**src/rtl/tssb_ram.sv**
```systemverilog
// Simple dual-port RAM: one write port, one read port with registered read data.
module tssb_ram #(
   parameter int WIDTH = 64,
   parameter int WORDS = 64
) (
   input  logic                     clock,
   input  logic                     wr_en,
   input  logic [$clog2(WORDS)-1:0] wr_addr,
   input  logic [WIDTH-1:0]         wr_data,
   input  logic [$clog2(WORDS)-1:0] rd_addr,
   output logic [WIDTH-1:0]         rd_data
);

   logic [WIDTH-1:0] mem [WORDS];
   logic [WIDTH-1:0] rd_data_ff;

   always_ff @(posedge clock) begin
      if (wr_en) begin
         mem[wr_addr] <= wr_data;
      end
      rd_data_ff <= mem[rd_addr];
   end

   assign rd_data = rd_data_ff;

endmodule

```
**config.mk**
```make
export PLATFORM = sky130hd
export DESIGN_NAME = tssb_ram
export DESIGN_NICKNAME = d
export VERILOG_FILES = /design/src/rtl/tssb_ram.sv
export SDC_FILE = /design/constraint.sdc
export NUM_CORES = 2
export LEC_CHECK = 0
export BUFFER_PORTS_ARGS = -buffer_cell sky130_fd_sc_hd__buf_2
export CAP_MARGIN = 20
export CORE_MARGIN = 2
export CORE_UTILIZATION = 35
export DETAILED_ROUTE_END_ITERATION = 10
export PLACE_DENSITY_LB_ADDON = 0.1
export SETUP_SLACK_MARGIN = 0.05
export SYNTH_ARGS = -nofsm -noshare
export SYNTH_HDL_FRONTEND = slang
export SYNTH_SLANG_ARGS = --single-unit
```
**constraint.sdc**
```tcl
create_clock -name clock -period 6.6 [get_ports clock]
set_clock_uncertainty 0.1 [all_clocks]
set_input_delay 0.33 -clock clock [delete_from_list [all_inputs] [get_ports clock]]
set_output_delay 0.33 -clock clock [all_outputs]
set_load 0.005 [all_outputs]
```
==> metrics <==
Worst EP arrival=3.88 ns; pre-CTS setup slack=between 2 and 3 ns; crit end category=register; initial drt markers=~7900; Fmax achieved=approximately 0.3 GHz; CTS Hold Bufs=roughly 60; pins over their slew limit=0; number of max-cap violations=0; Via Count=74753; DP Wirelength=between 200000 and 300000 um; Clock power frac=between 40% and 50%; fin util=between 40% and 50%; commonest non-fill, non-tap cell in the layout=edfxtp_1; CTS buffer count=around 450; Lkg Pwr=about 56 nW; Die Area=around 0.45 mm^2; power density cells=roughly 310 mW/mm^2; Mean Syn Cell Area=about 24 um^2; DRC=0; Die Wd=672.4 um; Clk Latency, worst-skew pair=0.99 ns; WP data required=7.08 ns; Max IR drop VDD=between 0.2 and 0.25 mV; sequential share of power=about half; Net Switching=~0.012 W; startpoint types=primary input; Yosys warnings=0; Cell Rows=about 250; flops & latches, synth=~4200; H-tree levels=5; Cells after Synth=~6600; TritonCTS clock tree=built; clock root cell=clkbuf_16; Comb power frac=between 4 and 5%; Overall Global Routing Usage=between 20% and 30%; final setup vio count=0; clk sinks=between 4000 and 5000; Pint=~0.045 W; core area=approximately 0.45 mm^2; Syn Nets=around 6700; CTS Buffer Depth=4; DRT Pass-1 Iters=5; cts repair resizes=0; Sw Ratio=21.61%; Nets=between 7000 and 8000; first-pass GRT wire length=670300 um; Setup Fix Bufs, Post-CTS=0; cell family with most CP delay=simple AND/OR/NAND/NOR gates; final setup TNS=0 ns; minimum clock period=3.394 ns; largest net degree at the start of global routing=96; most frequent cells in the layout=edfxtp_1 (4096), mux4_2 (1024), clkbuf_16 (449); Worst-Margin Slew=around 1.2 ns; worst-path cell chain=dlygate4sd3_1 -> buf_2 -> nor2b_1 -> nand2_1 -> nor2_4 -> buf_4; PortBufs=between 100 and 150; DRT Wirelength=a little under 500000 um; Crit-path slowest cell=nor2_4; peak fanout along the critical path=29; Worst Hold Slack=a little over 0.06 ns; Rel. slew slack=a little over a fifth; total grt overflow=0; sequential fraction of the synthesis area=a little under 80%; outcome=finished, final reports clean; final hold vios=0; crit share post-route=51.43%; number of global-route vias before repair=slightly below 80000; layout cells sized above 1=between 20 and 30%; CP Class=in2reg; post-route antenna net violation count=0; WL/cell=36.40 um; initial antenna violation count=40; Ports=between 100 and 150; Hold Crit Class=in2reg; crit path buf inv count=3; Syn Std Cell Area=between 0.15 and 0.2 mm^2; worst setup margin=~3.2 ns; gpl congestion=0.7404; Die Height=between 600 and 700 um; Initial Util=a little over a third; Synth cell types=33; RSZ-0062 raised after global routing=false; via/cell ratio=~5.5; clock slew at reported path FFs=0.06 ns; area delta synth->final=16.35%; Crit path largest cell delay=1.03 ns
==> metrics by stage <==
step	total power [W]	instance area, um^2	instances
after floorplan	0.03123	156300	6598
after global placement	0.03262	165900	12554
after detailed placement	0.03265	166000	12559
after CTS	0.05752	181100	13452
after global routing	0.05869	181900	13499
final	0.05696	181900	13506
==> worst reg2reg max path, delay by kind of cell (launching register included) <==
family | cells | cell delay, ns
AOI/OAI and AO/OA | 2 | 1.02
muxes | 1 | 0.48
DFF | 1 | 0.36
and+or+nand+nor | 2 | 0.40
==> final cells by class <==
cell class / instances / area (um^2)
inverters: 19 / 71.32
clock inverters: 250 / 2440
well taps: 5928 / 7417
flip-flops and latches: 4160 / 124300
repair buffers: 508 / 4872
multi-input cells: 2049 / 30780
fillers: 39000 / 263200
clock buffers: 584 / 12020
diodes: 8 / 20.02
==> routing by layer <==
| layer | GRT usage, % | vias to the layer above | share of wire (%) |
|---|---|---|---|
| met5 | 0 | - | 0.0026 |
| met1 | 29.78 | 42265 | 43 |
| met3 | 2.694 | 521 | 4.8 |
| met4 | 4.549 | 2 | 2.1 |
| li1 | - | 29792 | - |
| met2 | 36.53 | 2173 | 50 |
==> power by group through the flow <==
stage               Sequential [W]  Combinational [W]  Clock [W]
floorplan                   0.0299            0.00136          0
global placement            0.0300            0.00262          0
detailed placement          0.0300            0.00265          0
CTS                         0.0294            0.00269     0.0254
global route                0.0294            0.00286     0.0264
finish                      0.0294            0.00269     0.0248
==> flip-flops by register name (all words and copies together) (netlist names) <==
| name | cells |
|---|---|
| mem | 4096 |
| rd_data | 64 |
==> path summary, 6_finish.rpt <==
check                   start           to  slack, ns  cells after the start
setup / recovery        wr_en  mem[60][10]       3.21                      6
hold reg to reg   mem[55][28]  rd_data[28]       0.72                      4
setup reg to reg  mem[11][44]  rd_data[44]       4.13                      5
hold / removal    wr_data[49]  mem[31][49]       0.06                      2
==> kinds of logic after synthesis <==
family | count (synthesis) | synth area share (%)
DFF | 4160 | 79.49
muxes | 1159 | 15.61
AOI/OAI and AO/OA | 504 | 2.477
buffers and inverters | 389 | 1.180
and+or+nand+nor | 386 | 1.240
==> cells in the mapped netlist <==
library cell	count	area share [%]
edfxtp_1	4096	79
mux4_2	1024	15
buf_2	170	0.54
a22oi_1	168	0.81
clkbuf_1	140	0.34
mux2i_1	135	0.86
nor2_1	112	0.27
a22o_1	88	0.49
o22ai_1	83	0.33
and3_1	64	0.26
dfxtp_1	64	0.82
a211oi_1	63	0.30
nand2_1	58	0.14
nand3_1	45	0.14
o221ai_1	38	0.21
buf_4	34	0.16
or3_1	29	0.12
nor2b_1	28	0.11
or2_2	28	0.11
a41oi_1	26	0.15
buf_1	20	0.048
a2bb2oi_1	19	0.11
inv_1	19	0.046
a31oi_1	18	0.072
nand2b_1	11	0.044
buf_6	6	0.043
and2_1	3	0.012
nand3b_1	2	0.0096
nand4_1	2	0.0080
nor3_1	2	0.0064
a31o_1	1	0.0056
nand4b_1	1	0.0056
or3b_2	1	0.0056
(Power assumes the default switching activity.)
